[src/hw/rtl/largest_strong_component_size_assert.svh]
// Assertion macros for the file that checks its own logic.
`ifndef LARGEST_STRONG_COMPONENT_SIZE_ASSERT_SVH
`define LARGEST_STRONG_COMPONENT_SIZE_ASSERT_SVH

// The consequent holds in the same cycle as the antecedent.
`define LSCS_ASSERT_NOW(lbl, ante, cons) \
	lbl: assert property (@(posedge clk) disable iff (!arst_n) (ante) |-> (cons)) \
		else $error("lscs assertion failed");

// The consequent holds in the cycle after the antecedent.
`define LSCS_ASSERT_NEXT(lbl, ante, cons) \
	lbl: assert property (@(posedge clk) disable iff (!arst_n) (ante) |=> (cons)) \
		else $error("lscs assertion failed");

`endif

[src/hw/rtl/lscs_ram.sv]
module lscs_ram #(
	parameter int WIDTH = 8,
	parameter int DEPTH = 16,
	localparam int AW = (DEPTH > 1) ? $clog2(DEPTH) : 1
) (
	input  logic             clk,
	input  logic             we,
	input  logic [AW-1:0]    waddr,
	input  logic [WIDTH-1:0] wdata,
	input  logic [AW-1:0]    raddr,
	output logic [WIDTH-1:0] rdata
);
	logic [WIDTH-1:0] mem_q [DEPTH];
	logic [WIDTH-1:0] rdata_q;

	always_ff @(posedge clk) begin
		if (we) begin
			mem_q[waddr] <= wdata;
		end
		rdata_q <= mem_q[raddr];
	end

	assign rdata = rdata_q;
endmodule

[config.mk]
export PLATFORM = sky130hd
export DESIGN_NAME = lscs_ram
export DESIGN_NICKNAME = d
export VERILOG_FILES = /design/src/hw/rtl/largest_strong_component_size_assert.svh /design/src/hw/rtl/lscs_ram.sv
export SDC_FILE = /design/constraint.sdc
export NUM_CORES = 1
export LEC_CHECK = 0
export ABC_AREA = 1
export BUFFER_PORTS_ARGS = -buffer_cell sky130_fd_sc_hd__buf_2
export CORE_ASPECT_RATIO = 1.1
export CORE_MARGIN = 1
export CORE_UTILIZATION = 45
export CTS_CLUSTER_DIAMETER = 50
export DETAILED_ROUTE_END_ITERATION = 8
export GPL_TIMING_DRIVEN = 1
export SYNTH_ARGS = -nofsm -noshare
export SYNTH_HDL_FRONTEND = slang
export SYNTH_SLANG_ARGS = --single-unit
[constraint.sdc]
create_clock -name clk -period 2.66 [get_ports clk]
set_input_delay 0.399 -clock clk [delete_from_list [all_inputs] [get_ports clk]]
set_output_delay 0.399 -clock clk [all_outputs]
set_load 0.005 [all_outputs]
==> impl_results.md <==
- DRT Pass-1 Iters: 5
- GRT overflow: 0
- Worst slew pin tran: 0.830 ns
- RSZ-0062 raised after global routing: no
- Slew Viols, Final: 0
- # port buffers: 25
- H-tree depth: 4
- Pwr Density: 783 nW/µm²
- Nets: 592
- Max_cap viols: 0
- Residual DRC: 0
- Distinct cells, synth: 12
- Slew headroom: 44.5%
- Layout cells sized above 1: 10.1%
- Core Area: 12500 µm²
- I/O Pins: 26
- Vias in the first global route: 3801
- Part of the Yosys area used for sequential elements: 69.4%
- Hold buffer count at CTS: 0
- TritonCTS Buffers: 17
- Syn nets: 569
- Worst EP required: 2.69 ns
- CP startpoint kind: input port
- Die width: 110 µm
- Yosys reg bits: 136
- Worst vdd ir: 0.454 mV
- Setup Crit Path Kind: input port to register
- Count of final setup violators: 0
- Met2 routed WL: 6500 µm
- R2R Setup Slk: 1.63 ns
- Worst Path Arrival: 1.43 ns
- Synthesized instance count: 551
- Worst Skew: 0.00802 ns
- Ys Warns: 0
- Post-CTS Setup Bufs: 0
- Clock Pin Slew Worst Setup and Hold Paths: 0.06 ns
- Die area: 13300 µm²
- Wire per inst: 17.3 µm
- Clock latency on the worst-skew pair: 0.41 ns
- Clock sink total: 136
- Iteration-0 DRC Markers: 195
- Hpwl dp: 7980 µm
- Hold WC Path Type: input port to register
- CTS tree: built
- Routed WL: 12900 µm
- Mean Syn Cell Area: 10.5 µm²
- Max Used Layer: met4
- Global Route Usage Sum: 21.8%
- Final Power: 5.16 mW
- Leakage: 2.84 nW
- Area grow syn2layout: 14.1%
- CTS resizes: 0
- Vias per cell: 4.99
- Die height: 121 µm
- Fin crit share: 52.5%
- Area of the mapped netlist: 5770 µm²
- Status: finished clean
- Vias post-DR: 3714
- Crit-path max FO: 8
- Diode count: 0
- Fin. Hold Viols: 0
- Tmin final: 1.40 ns
- Synth top area cells: edfxtp_1, nand2_1, nand3_1
- CP Capture Type: register
- First-pass GRT wire length: 20400 µm
- CTS max path bufs: 2
- Yosys top cell area share: 66.7%
- Max frequency: 716 MHz
- Initial antenna violation count: 0
- Gpl congestion: 0.831
- Largest net degree at the start of global routing: 65
- Root Buffer: clkbuf_16
- M1 wire length: 5460 µm
- Sum of negative setup slack: 0 ns
- Row cnt: 43
- ANT nets after route: 0
- Initial core utilization: 46.0%
- Post-synth top area cell: edfxtp_1
- WL met3: 590 µm
==> Yosys cell counts, drive strengths merged <==
| master | number |
|---|---|
| edfxtp | 128 |
| nand2 | 173 |
| nand3b | 2 |
| inv | 102 |
| nor2 | 17 |
| dfxtp | 8 |
| buf | 24 |
| nand3 | 97 |
==> cell usage in the layout (no fill, tap or decap) <==
| master | count |
|---|---|
| nand3b_1 | 2 |
| clkbuf_1 | 3 |
| buf_4 | 2 |
| clkinvlp_4 | 1 |
| clkbuf_16 | 17 |
| edfxtp_1 | 128 |
| inv_1 | 100 |
| clkbuf_8 | 3 |
| bufinv_16 | 4 |
| clkinv_2 | 4 |
| dfxtp_1 | 8 |
| buf_2 | 25 |
| nand3_1 | 97 |
| nor2_1 | 17 |
| buf_12 | 1 |
| nand2_1 | 173 |
| inv_2 | 2 |
==> worst paths after layout <==
path | startpoint | to | depth (start not counted)
worst min register to register | mem_q[10][3] | rdata[3] | 6
worst min-delay path | raddr[3] | rdata[7] | 3
worst max register to register | mem_q[7][7] | rdata[7] | 6
worst max-delay path | waddr[2] | mem_q[11][4] | 3
==> where the power goes <==
part / internal, mW / switching, mW
registers: 2.40 / 0.0154
logic: 0.0780 / 0.201
clock network: 1.64 / 0.827
total: 4.11 / 1.04
==> metal layers <==
metal / vias up / track usage, %
li1: 1815 / -
met1: 1765 / 27.8
met2: 108 / 35.6
met3: 26 / 4.37
met4: 0 / 10.0
met5: - / 0
==> stage by stage <==
stage	setup slack [ns]	util [%]	instance area (µm²)	std cells	hold WS [ns]
floorplan	1.31	-	5770	551	0.498
global placement	0.844	47.5	5960	712	0.663
detailed placement	0.829	47.5	5960	712	0.650
CTS	1.26	52.5	6580	744	0.351
global route	1.15	52.5	6580	744	0.376
finish	1.26	52.5	6580	744	0.366
==> state kept, by name, summed over array words and instances (netlist names) <==
name / flops
rdata: 8
mem_q: 128
==> cell type report <==
type | instances | area [µm²]
Inverter | 102 | 383
Clock inverter | 9 | 148
Timing Repair Buffer | 28 | 160
Fill cell | 1108 | 5950
Sequential cell | 136 | 4000
Clock buffer | 23 | 478
Multi-Input combinational cell | 289 | 1210
Tap cell | 157 | 196
==> kinds of logic after synthesis <==
| logic type | count (synthesis) | synth area share [%] |
|---|---|---|
| buffers and inverters | 126 | 9.52 |
| DFF | 136 | 69.4 |
| and+or+nand+nor | 289 | 21.0 |
==> critical path, cell delays in order <==
cell and delay (ns):
buf_2 0.11, nand3b_1 0.25, nor2_1 0.66
No activity file was read; power rests on OpenSTA's default activity.
